`src/rtl/core/b64d_pkg.sv`:
```
// Package for the base64 stream decoder: payload structs, status codes,
// the group record passed from front to back, and the character classifier.
// Depends on nothing; every module of the decoder imports it.
`default_nettype none

package b64d_pkg;

    // Width of the saturating character and pad-run counters.
    localparam int COUNT_BITS = 16;
    localparam logic [COUNT_BITS-1:0] COUNT_MAX = {COUNT_BITS{1'b1}};

    // Depth of the record queue between the front and the back.
    localparam int Q_DEPTH     = 4;
    localparam int Q_ADDR_BITS = $clog2(Q_DEPTH);

    // Characters that the classifier singles out.
    localparam logic [7:0] CH_PAD   = 8'h3D; // '='
    localparam logic [7:0] CH_PLUS  = 8'h2B; // '+'
    localparam logic [7:0] CH_SLASH = 8'h2F; // '/'

    typedef enum logic [1:0] {
        ST_OK      = 2'd0,
        ST_INVALID = 2'd1,
        ST_LENGTH  = 2'd2,
        ST_ILLEGAL = 2'd3
    } status_t;

    typedef struct packed {
        logic [7:0] char_code;
        logic       final_char;
    } char_req_t;

    typedef struct packed {
        logic       is_status;
        logic [7:0] data_byte;
        status_t    status;
        logic       run_end;
    } dec_result_t;

    // One record holds everything a single accepted character produces:
    // up to three bytes of a closed group and, on the last character, a status.
    typedef struct packed {
        logic [23:0] group;
        logic [1:0]  nbytes;
        logic        fin;
        status_t     status;
    } group_rec_t;

    typedef struct packed {
        logic       pad;
        logic       bad;
        logic [5:0] sx;
    } char_class_t;

    function automatic char_class_t classify(input logic [7:0] c);
        char_class_t r;
        r = '{pad: 1'b0, bad: 1'b0, sx: 6'd0};
        if (c >= 8'h41 && c <= 8'h5A)
        begin
            r.sx = 6'(c - 8'h41);
        end
        else if (c >= 8'h61 && c <= 8'h7A)
        begin
            r.sx = 6'(c - 8'h61 + 8'd26);
        end
        else if (c >= 8'h30 && c <= 8'h39)
        begin
            r.sx = 6'(c - 8'h30 + 8'd52);
        end
        else if (c == CH_PLUS)
        begin
            r.sx = 6'd62;
        end
        else if (c == CH_SLASH)
        begin
            r.sx = 6'd63;
        end
        else if (c == CH_PAD)
        begin
            r.pad = 1'b1;
        end
        else
        begin
            r.bad = 1'b1;
        end
        return r;
    endfunction

endpackage

`default_nettype wire

```
`src/rtl/core/base64_stream_decoder_unit.sv`:
```
// Top level of the base64 stream decoder: front, record queue and back.
// Depends on b64d_pkg, b64d_front, b64d_queue and b64d_back.
//
//   Channel    Handshake          Payload          Direction
//   request    push / full        char_req_t       into the block
//   result     empty / pop        dec_result_t     out of the block
//
// One character request is taken in every cycle while the record queue has room.
// A character that closes a group or ends the string leaves one record that the
// back part turns into one to four results, one per cycle, so the result port
// sets the sustained rate when groups close faster than results are popped.
// Reset clears all string state, the queue and the result valid flag.
// The front stalls only on a full queue; the back stalls only while its result is not popped.
`default_nettype none

module base64_stream_decoder_unit
    import b64d_pkg::*;
(
    input  wire logic        clk,
    input  wire logic        rst_n,
    input  wire logic        push,
    output logic             full,
    input  wire char_req_t   char_req,
    output logic             empty,
    input  wire logic        pop,
    output dec_result_t      dec_result
);

    // Records move from the front into the queue and from the queue to the back.
    logic       q_push;
    logic       q_full;
    group_rec_t q_wr_rec;
    logic       q_pop;
    logic       q_empty;
    group_rec_t q_rd_rec;

    // The front classifies each request and updates the string state.
    b64d_front u_front (
        .clk      (clk),
        .rst_n    (rst_n),
        .push     (push),
        .full     (full),
        .char_req (char_req),
        .q_full   (q_full),
        .q_push   (q_push),
        .q_rec    (q_wr_rec)
    );

    // The queue holds up to four records, each up to three bytes plus a status.
    b64d_queue u_queue (
        .clk     (clk),
        .rst_n   (rst_n),
        .wr_en   (q_push),
        .wr_data (q_wr_rec),
        .q_full  (q_full),
        .rd_en   (q_pop),
        .rd_data (q_rd_rec),
        .q_empty (q_empty)
    );

    // The back serializes each record into results.
    b64d_back u_back (
        .clk        (clk),
        .rst_n      (rst_n),
        .q_empty    (q_empty),
        .q_data     (q_rd_rec),
        .q_pop      (q_pop),
        .empty      (empty),
        .pop        (pop),
        .dec_result (dec_result)
    );

`ifndef SYNTH
    // The front must never write a record into a full queue.
    a_no_overflow: assert property (@(posedge clk) disable iff (!rst_n)
        q_push |-> !q_full)
        else $error("record pushed into full queue");

    // A data byte result never carries a status or an end mark.
    a_data_clean: assert property (@(posedge clk) disable iff (!rst_n)
        (!empty && !dec_result.is_status) |->
            (dec_result.status == ST_OK && !dec_result.run_end))
        else $error("data result carries status fields");

    // A status result carries the end mark and a zero byte.
    a_status_clean: assert property (@(posedge clk) disable iff (!rst_n)
        (!empty && dec_result.is_status) |->
            (dec_result.run_end && dec_result.data_byte == 8'd0))
        else $error("status result malformed");

    // The last character of a string always leads to a waiting result.
    a_final_result: assert property (@(posedge clk) disable iff (!rst_n)
        (push && !full && char_req.final_char) |-> ##2 !empty)
        else $error("no result after last character");
`endif

endmodule

`default_nettype wire

```
`src/rtl/core/b64d_front.sv`:
```
// Front part of the base64 decoder: classifies each character, tracks the
// open group and string state, and emits one group record per useful character.
// Depends on b64d_pkg.
`default_nettype none

module b64d_front
    import b64d_pkg::*;
(
    input  wire logic       clk,
    input  wire logic       rst_n,
    input  wire logic       push,
    output logic            full,
    input  wire char_req_t  char_req,
    input  wire logic       q_full,
    output logic            q_push,
    output group_rec_t      q_rec
);

    logic [17:0]           accum_reg, accum_next;
    logic [1:0]            slot_reg, slot_next;
    logic [COUNT_BITS-1:0] count_reg, count_next;
    logic [COUNT_BITS-1:0] pad_run_reg, pad_run_next;
    logic [1:0]            pad_in_reg, pad_in_next;
    logic                  illegal_reg, illegal_next;

    char_class_t           cls;
    logic [5:0]            sx;
    logic [23:0]           group;
    logic [1:0]            nbytes;
    logic [1:0]            pad_in_upd;
    logic [COUNT_BITS-1:0] quarter;
    logic [COUNT_BITS-1:0] full_len;
    status_t               status;
    logic                  accept;

    assign full   = q_full;
    assign accept = push && !q_full;
    assign cls    = classify(char_req.char_code);
    assign sx     = (cls.pad || cls.bad) ? 6'd0 : cls.sx;
    assign group  = {accum_reg, sx};

    always_comb
    begin
        illegal_next = illegal_reg;
        pad_in_upd   = pad_in_reg;
        pad_run_next = pad_run_reg;
        if (cls.pad)
        begin
            if (slot_reg < 2'd2)
            begin
                illegal_next = 1'b1;
            end
            else
            begin
                pad_in_upd = pad_in_reg + 2'd1;
            end
            if (pad_run_reg != COUNT_MAX)
            begin
                pad_run_next = pad_run_reg + 1'b1;
            end
        end
        else
        begin
            if (pad_run_reg != '0 || cls.bad)
            begin
                illegal_next = 1'b1;
            end
            pad_run_next = '0;
        end

        count_next = (count_reg != COUNT_MAX) ? count_reg + 1'b1 : count_reg;

        if (slot_reg == 2'd3)
        begin
            nbytes      = (pad_in_upd >= 2'd2) ? 2'd1 : 2'd3 - pad_in_upd;
            accum_next  = '0;
            pad_in_next = '0;
            slot_next   = 2'd0;
        end
        else
        begin
            nbytes      = 2'd0;
            accum_next  = group[17:0];
            pad_in_next = pad_in_upd;
            slot_next   = slot_reg + 2'd1;
        end

        // The full output length never exceeds the counter width.
        quarter  = count_next >> 2;
        full_len = COUNT_BITS'((quarter << 1) + quarter);

        if (count_next == '0 || full_len <= pad_run_next)
        begin
            status = ST_INVALID;
        end
        else if (slot_next != 2'd0)
        begin
            status = ST_LENGTH;
        end
        else if (illegal_next)
        begin
            status = ST_ILLEGAL;
        end
        else
        begin
            status = ST_OK;
        end
    end

    assign q_rec  = '{group: group, nbytes: nbytes, fin: char_req.final_char,
                      status: status};
    assign q_push = accept && (nbytes != 2'd0 || char_req.final_char);

    always_ff @(posedge clk or negedge rst_n)
    begin
        if (!rst_n)
        begin
            accum_reg   <= '0;
            slot_reg    <= '0;
            count_reg   <= '0;
            pad_run_reg <= '0;
            pad_in_reg  <= '0;
            illegal_reg <= 1'b0;
        end
        else if (accept)
        begin
            if (char_req.final_char)
            begin
                accum_reg   <= '0;
                slot_reg    <= '0;
                count_reg   <= '0;
                pad_run_reg <= '0;
                pad_in_reg  <= '0;
                illegal_reg <= 1'b0;
            end
            else
            begin
                accum_reg   <= accum_next;
                slot_reg    <= slot_next;
                count_reg   <= count_next;
                pad_run_reg <= pad_run_next;
                pad_in_reg  <= pad_in_next;
                illegal_reg <= illegal_next;
            end
        end
    end

endmodule

`default_nettype wire

```
`src/rtl/core/b64d_queue.sv`:
```
// Short record queue that decouples the decoder front from its back.
// Depends on b64d_pkg for the record type and depth.
`default_nettype none

module b64d_queue
    import b64d_pkg::*;
(
    input  wire logic       clk,
    input  wire logic       rst_n,
    input  wire logic       wr_en,
    input  wire group_rec_t wr_data,
    output logic            q_full,
    input  wire logic       rd_en,
    output group_rec_t      rd_data,
    output logic            q_empty
);

    group_rec_t             mem_reg [Q_DEPTH];
    logic [Q_ADDR_BITS-1:0] wr_ptr_reg;
    logic [Q_ADDR_BITS-1:0] rd_ptr_reg;
    logic [Q_ADDR_BITS:0]   count_reg;
    logic                   do_wr;
    logic                   do_rd;

    assign q_full  = (count_reg == (Q_ADDR_BITS+1)'(Q_DEPTH));
    assign q_empty = (count_reg == '0);
    assign do_wr   = wr_en && !q_full;
    assign do_rd   = rd_en && !q_empty;
    assign rd_data = mem_reg[rd_ptr_reg];

    always_ff @(posedge clk)
    begin
        if (do_wr)
        begin
            mem_reg[wr_ptr_reg] <= wr_data;
        end
    end

    always_ff @(posedge clk or negedge rst_n)
    begin
        if (!rst_n)
        begin
            wr_ptr_reg <= '0;
            rd_ptr_reg <= '0;
            count_reg  <= '0;
        end
        else
        begin
            if (do_wr)
            begin
                wr_ptr_reg <= (wr_ptr_reg == Q_ADDR_BITS'(Q_DEPTH - 1)) ? '0
                                                                       : wr_ptr_reg + 1'b1;
            end
            if (do_rd)
            begin
                rd_ptr_reg <= (rd_ptr_reg == Q_ADDR_BITS'(Q_DEPTH - 1)) ? '0
                                                                       : rd_ptr_reg + 1'b1;
            end
            if (do_wr && !do_rd)
            begin
                count_reg <= count_reg + 1'b1;
            end
            else if (do_rd && !do_wr)
            begin
                count_reg <= count_reg - 1'b1;
            end
        end
    end

endmodule

`default_nettype wire

```
`src/rtl/core/b64d_back.sv`:
```
// Back part of the base64 decoder: holds one group record and hands out its
// bytes and closing status one result at a time. Depends on b64d_pkg.
`default_nettype none

module b64d_back
    import b64d_pkg::*;
(
    input  wire logic       clk,
    input  wire logic       rst_n,
    input  wire logic       q_empty,
    input  wire group_rec_t q_data,
    output logic            q_pop,
    output logic            empty,
    input  wire logic       pop,
    output dec_result_t     dec_result
);

    group_rec_t  cur_reg;
    logic        valid_reg;
    logic [1:0]  pos_reg;
    logic [2:0]  total;
    logic        last;
    logic        take;
    logic        load;
    logic [7:0]  byte_sel;

    assign total = {1'b0, cur_reg.nbytes} + {2'b00, cur_reg.fin};
    assign last  = ({1'b0, pos_reg} + 3'd1) == total;
    assign take  = pop && valid_reg;
    assign load  = !valid_reg || (take && last);
    assign q_pop = load && !q_empty;
    assign empty = !valid_reg;

    always_comb
    begin
        unique case (pos_reg)
            2'd0:    byte_sel = cur_reg.group[23:16];
            2'd1:    byte_sel = cur_reg.group[15:8];
            default: byte_sel = cur_reg.group[7:0];
        endcase
        if (pos_reg < cur_reg.nbytes)
        begin
            dec_result = '{is_status: 1'b0, data_byte: byte_sel, status: ST_OK,
                           run_end: 1'b0};
        end
        else
        begin
            dec_result = '{is_status: 1'b1, data_byte: 8'd0, status: cur_reg.status,
                           run_end: 1'b1};
        end
    end

    always_ff @(posedge clk)
    begin
        if (q_pop)
        begin
            cur_reg <= q_data;
        end
    end

    always_ff @(posedge clk or negedge rst_n)
    begin
        if (!rst_n)
        begin
            valid_reg <= 1'b0;
            pos_reg   <= '0;
        end
        else if (load)
        begin
            valid_reg <= !q_empty;
            pos_reg   <= '0;
        end
        else if (take)
        begin
            pos_reg <= pos_reg + 2'd1;
        end
    end

endmodule

`default_nettype wire
```
`config.mk`:
```
export PLATFORM = sky130hd
export DESIGN_NAME = base64_stream_decoder_unit
export DESIGN_NICKNAME = d
export VERILOG_FILES = /design/src/rtl/core/b64d_pkg.sv /design/src/rtl/core/base64_stream_decoder_unit.sv /design/src/rtl/core/b64d_front.sv /design/src/rtl/core/b64d_queue.sv /design/src/rtl/core/b64d_back.sv
export SDC_FILE = /design/constraint.sdc
export NUM_CORES = 1
export LEC_CHECK = 0
export ABC_AREA = 1
export ABC_CLOCK_PERIOD_IN_PS = 5300
export BUFFER_PORTS_ARGS = -buffer_cell sky130_fd_sc_hd__buf_2
export CAP_MARGIN = 20
export CORE_MARGIN = 5
export CORE_UTILIZATION = 30
export CTS_BUF_LIST = sky130_fd_sc_hd__clkbuf_4
export CTS_CLUSTER_DIAMETER = 80
export DETAILED_ROUTE_END_ITERATION = 12
export PLACE_DENSITY = 0.47
export SLEW_MARGIN = 20
export SYNTH_ARGS = -nofsm -noshare
export SYNTH_HDL_FRONTEND = slang
export SYNTH_SLANG_ARGS = --single-unit
```
`constraint.sdc`:
```
create_clock -name clk -period 5.3 [get_ports clk]
set_input_delay 0 -clock clk [delete_from_list [all_inputs] [get_ports clk]]
set_output_delay 0 -clock clk [all_outputs]
set_load 0.01 [all_outputs]
```
* Yosys cells after proc, flatten, opt, wreduce, memory -nomap -nowiden
Memories as Yosys holds them, arrays and structs flattened. A register that Yosys moved wholly into a read port is not among the register bits.
Cells that the tools add are included.
** Operators by class
- Add/subtract/negate cells :: 18
- Magnitude comparators :: 10
- Equality and inequality tests :: 11
- Mux-type cells :: 45
- Reductions and logical operators :: 30
** Operators with widths (count)
- 2-to-1 mux 16 bit :: 5
- 2-to-1 mux 2 bit :: 20
- 2-to-1 mux 18 bit :: 2
- 2-to-1 mux 6 bit :: 6
- adder 16 x 1 -> 16 bit (second input constant) :: 2
- inequality test 16 bit (second input constant) :: 2
- == test 8 x 6 -> 1 bit (second input constant) :: 3
- adder 15 x 14 -> 16 bit :: 1
- >= comparator 8 x 7 -> 1 bit (second input constant) :: 2
- less-or-equal comparator 16 bit :: 1
- less-or-equal comparator 8 x 7 -> 1 bit (second input constant) :: 2
- zero test 16 bit :: 1
- one-hot mux 8 bit (2 select lines) :: 1
- nonzero test 16 bit :: 1
- logical AND 1 bit :: 12
- 2-to-1 mux 12 bit :: 1
- subtractor 6 bit (second input constant) :: 2
- adder 2 x 1 -> 2 bit (second input constant) :: 5
- >= comparator 8 x 6 -> 1 bit (second input constant) :: 1
- less-or-equal comparator 8 x 6 -> 1 bit (second input constant) :: 1
- 2-to-1 mux 1 bit :: 8
- nonzero test 2 bit :: 4
- adder 6 x 5 -> 6 bit (second input constant) :: 1
- adder 6 bit (second input constant) :: 1
- 18 further kinds :: 29
** Word-level totals
- Register bits :: 65
- Memory bits (writable) :: 116
- Input port bits :: 13
- Output and inout port bits :: 14
- Word-level logic and storage cells :: 126
- Memories kept :: 1
** Memories
- u_queue.mem_reg :: depth 4, width 29, read ports 1, clocked after Yosys merged registers in 1, wr ports 1, line b64d_queue.sv:18 : group_rec_t mem_reg [Q_DEPTH];

* Longest topological paths before layout
- Word-level depth :: 19
- Mapped depth :: 30
- Mapped depth without buffers :: 29

* Cells and area by module
Synthesis repeated with hierarchy kept, for this count alone.
** Second synthesis, totals
- Cells, all modules :: 1252
- Area total of the unflattened synthesis :: 11638.7 um^2
** By module, submodules not included
- b64d_queue :: times used 1, cells an instance 399, area an instance 5144.9 um^2, sequential area each 3658.5 um^2
- b64d_front :: times used 1, cells an instance 741, area an instance 5134.9 um^2, sequential area each 1376.3 um^2
- b64d_back :: times used 1, cells an instance 112, area an instance 1358.8 um^2, sequential area each 945.9 um^2

* Worst setup path after synthesis
Ideal clock, no wire load.
- Path type :: flip-flop to flip-flop
- Start point :: register u_back.cur_reg[3] (netlist name)
- End point :: register u_queue.count_reg[1]
- Setup time :: 125 ps
- Data arrival time :: 3725 ps
- Data required time :: 5175 ps
- Slack :: 1451 ps
- Cell stages (with the launch flop) :: 13
- Path buffers :: 0
- Clock period less this slack :: 3849 ps
- Cells stage by stage :: edfxtp_1 -> ha_1 -> ha_1 -> xnor2_1 -> o2111ai_1 -> nand2_1 -> inv_1 -> nor2_1 -> inv_1 -> ha_1 -> inv_1 -> fa_1 -> mux2_2
** On the way
- Cells in the longest elaborated chain, start to end :: 9
- Elaborated cells on any way between the ends :: 11
- Classes of those cells :: 1 x add/sub; 1 x eq/ne; 1 x mux; 8 x reduce/logical
** RTL lines
- adder 2 x 1 -> 3 bit * :: line b64d_back.sv:27 : assign total = {1'b0, cur_reg.nbytes} + {2'b00, cur_reg.fin};
- == test 3 bit * :: line b64d_back.sv:28 : assign last = ({1'b0, pos_reg} + 3'd1) == total;
- logical AND 1 bit * :: line b64d_back.sv:30 : assign load = !valid_reg || (take && last);
- logical OR 1 bit * :: line b64d_back.sv:30
- logical AND 1 bit * :: line b64d_back.sv:31 : assign q_pop = load && !q_empty;
- via q_pop :: line base64_stream_decoder_unit.sv:33 : logic q_pop;
- logical AND 1 bit * :: line b64d_queue.sv:28 : assign do_rd = rd_en && !q_empty;
- zero test 1 bit :: line b64d_queue.sv:59 : if (do_wr && !do_rd)
- logical AND 1 bit :: line b64d_queue.sv:59
- 2-to-1 mux 3 bit or nonzero test 2 bit (tied branches)
- to (signal assigned) :: line b64d_queue.sv:61 : count_reg <= count_reg + 1'b1;
- to (signal assigned) :: line b64d_queue.sv:65 : count_reg <= count_reg - 1'b1;
- to (decl) :: line b64d_queue.sv:21 : logic [Q_ADDR_BITS:0] count_reg;
The timed path passes the listed nets; every way through them passes the cells marked *.
A chain may end at the register's enable or synchronous reset.

==> impl_metrics.tcl <==
set metrics [dict create \
    tritoncts "yes" \
    initial_core_util 0.3024 \
    gp_congestion 0.8547 \
    slew_headroom 0.3904 \
    path_max_fanout 23 \
    row_count 70 \
    reg2reg_depth 28 \
    critPathMaxStageDelay_ns 0.45 \
    wl_um 28180 \
    tns_ns 0 \
    antenna_found_initial 1 \
    worstMarginPinSlew_ns 0.9134 \
    period_needed_ns 4.408 \
    drv_slew 0 \
    finalSetupViolCount 0 \
    grt_use_total 0.1364 \
    synth_mux_area_frac 0.001022 \
    clkLatencyLatePin_ns 0.71 \
    ir_drop_mv 0.1785 \
    holdPathEnd "u_front.pad_in_reg[0]" \
    cp-end-kind "flip-flop" \
    synth-xor-area-share 0.01987 \
    r2r-start "u_front.count_reg[0]" \
    hold_viol 0 \
    dieArea_um2 40660 \
    numPortBuffers 26 \
    place_ws_ns 0.8968 \
    ys_seq_area_frac 0.5428 \
    grt_pass1_vias 8502 \
    design.final.nets 1326 \
    max_freq_ghz 0.2269 \
    reg2reg_slack_ns 0.89 \
    hp-class "in2reg" \
    synth_fp_nets 1250 \
    yosysWarnings 0 \
    r2r-end "u_queue.mem_reg[3][1]" \
    ys_types 44 \
    synth_flop_cell "edfxtp_1" \
    drive_gt1_frac 0.1375 \
    synth_area_leaders "edfxtp_1, dfrtp_1, nand2_1" \
    timing.final.crit_share 0.8316 \
    ctsHtreeMaxLevel 2 \
    largest_reg_flops 116 \
    criticalPathCategory "reg2reg" \
    drt_iter0_markers 447 \
    status "finished, final reports clean" \
    core-area_um2 36430 \
    synth.avg_cell_area_um2 9.307 \
    synth_compound_area_frac 0.1226 \
    worstSetupStartpointType "flip-flop" \
    totalPowerFinal_mw 5.397 \
    worst-endpoint-required_ns 5.75 \
    yosysTopAreaCell "edfxtp_1" \
    synth_top_family_by_area "simple AND/OR/NAND/NOR gates" \
    viasPerCell 4.815 \
    drtPass1Iterations 5 \
    fp.dieW_um 201.7 \
    die_h_um 201.7 \
    ant_nets 0 \
    synthAdderAreaFrac 0.06086 \
    slowest_stage "dfrtp_1" \
    clk_pin_slew_ns 0.07 \
    whs_path_depth 8 \
    timing.final.ws_setup_ns 0.8924 \
    syn_area_um2 11020 \
    ios 27 \
    globalRouteOverflowTotal 0 \
    drv_cap 0 \
    cts_root_buf "clkbuf_4" \
    async_flop_share 0.3095 \
    cts_setup_buffers 0 \
    synthCells 1184 \
    p_leak_nw 5.220 \
    cts.sink_count 210 \
    timing.critical_path.mode_cell "nand2_1" \
    synth_top_area_frac 0.3951 \
    cts_hold_buffers 16 \
    cts-buffers-inserted 57 \
    syn_to_final_growth_pct 14.65 \
    powerDensity_nw_per_um2 427.2 \
    cts_buffer_depth 3 \
    fin_skew_ns 0.07474 \
    crit_arrival_ns 4.86 \
    rsz0062_at_grt "false" \
    synth-edff-count 145 \
    ctsResizeCount 0 \
    drc 0 \
    synth-simple-area-share 0.1886 \
    hpwl_um 18410 \
    n_fill_cell 3760 \
    synth_seq_cells 210 \
    wire_per_inst_um 15.85 \
    vias 8561 \
    grt_max_degree 61 \
    grt_pass1_wl_um 45180 \
    hp-start "char_req[8]" \
]
cells in the final DEF (no fill, tap or decap), drive strengths merged, types with 2 or more instances in the layout:
cell,netlist,layout
o22ai,66,66
o21ai,117,117
o21a,2,2
clkinv,2,17
nand4,25,25
a211oi,2,2
xnor2,7,7
ha,52,52
buf,11,38
nand2,243,243
clkbuf,25,92
nor2,129,129
nor4,5,5
nor3,11,11
dlygate4sd3,0,15
xor2,18,18
edfxtp,145,145
a21oi,25,25
dfrtp,65,65
a31oi,11,11
nand3,58,58
o211ai,10,10
nand3b,3,3
inv,143,144
logic make-up (layout without fill, tap and decap cells):
kind of cell	after synthesis	after routing
other	0	1
XOR/XNOR	25	25
adder cells (fa/ha/maj)	53	53
AO/OA/AOI/OAI	239	239
flip-flops	210	210
buffers and inverters	181	306
AND/OR/NAND/NOR	475	475
multiplexers	1	1
worst max-delay path, delay by kind of cell, from the launching register on:
family	cells	cell delay [ns]
and+or+nand+nor	19	1.86
adders and majority gates	4	1.03
AOI/OAI and AO/OA	3	0.72
DFF	1	0.45
buffers and inverters	2	0.16
worst max path at each step:
stage	from	to	slack, ns	cells past startpoint
2_1_floorplan	u_back.cur_reg[3]	u_queue.count_reg[1]	1.45	12
3_3_place_gp	u_front.count_reg[0]	u_queue.mem_reg[1][0]	1.07	27
3_5_place_dp	u_front.count_reg[0]	u_queue.mem_reg[3][1]	0.90	28
4_1_cts	u_front.count_reg[0]	u_queue.mem_reg[3][1]	0.87	28
5_1_grt	u_front.count_reg[0]	u_queue.mem_reg[3][1]	0.38	28
6_report	u_front.count_reg[0]	u_queue.mem_reg[3][1]	0.89	28
Yosys cell counts, types with 2 or more instances:
master / count
xnor2_1: 7
o22ai_1: 66
inv_2: 8
nand3_1: 54
buf_2: 4
inv_1: 135
nor4_1: 5
nand3b_1: 3
nand2_2: 10
a31oi_1: 11
nand2_1: 231
nand3_2: 4
nor2_1: 117
o21ai_0: 113
nor2_4: 6
nand4_1: 25
buf_1: 3
buf_6: 2
dfrtp_1: 65
nand2_4: 2
ha_1: 52
o21ai_1: 3
o21a_1: 2
o211ai_1: 10
a21oi_1: 25
xor2_1: 18
nor3_1: 11
a211oi_1: 2
buf_4: 2
nor2_2: 6
clkbuf_1: 25
edfxtp_1: 145
per-stage QoR:
| step | instances | area (um^2) | hold slack [ns] | util |
|---|---|---|---|---|
| 2_1_floorplan | 1184 | 11020 | -0.2956 | - |
| 3_3_place_gp | 1653 | 11690 | 0.2152 | 0.3207 |
| 3_5_place_dp | 1653 | 11690 | 0.2120 | 0.3207 |
| 4_1_cts | 1777 | 12630 | 0.003646 | 0.3467 |
| 5_1_grt | 1778 | 12630 | 0.05080 | 0.3467 |
| 6_report | 1778 | 12630 | 0.04547 | 0.3467 |
per-layer routing:
layer,track usage,wire [um],up-vias
met3,0.02482,1025,47
met4,0.04028,588,0
met1,0.1789,13050,4084
met2,0.2310,13520,154
li1,-,-,4276
met5,0,0,-
area by class of cell:
| cell class | count | area (um^2) | area share |
|---|---|---|---|
| Sequential cell | 210 | 5982 | 0.4735 |
| Multi-Input combinational cell | 793 | 4358 | 0.3450 |
| Clock buffer | 92 | 690.7 | 0.05467 |
| Tap cell | 468 | 585.6 | 0.04635 |
| Inverter | 145 | 545.5 | 0.04318 |
| Timing Repair Buffer | 53 | 385.4 | 0.03050 |
| Clock inverter | 16 | 83.83 | 0.006636 |
| Antenna cell | 1 | 2.502 | 0.0001981 |
report_power, final:
group / leakage (nW) / internal [mW] / switching [mW] / total [mW]
registers: 2.21 / 2.20 / 0.158 / 2.36
logic: 2.55 / 0.476 / 1.08 / 1.56
clock network: 0.462 / 0.793 / 0.683 / 1.48
No activity file was read; power rests on OpenSTA's default activity.
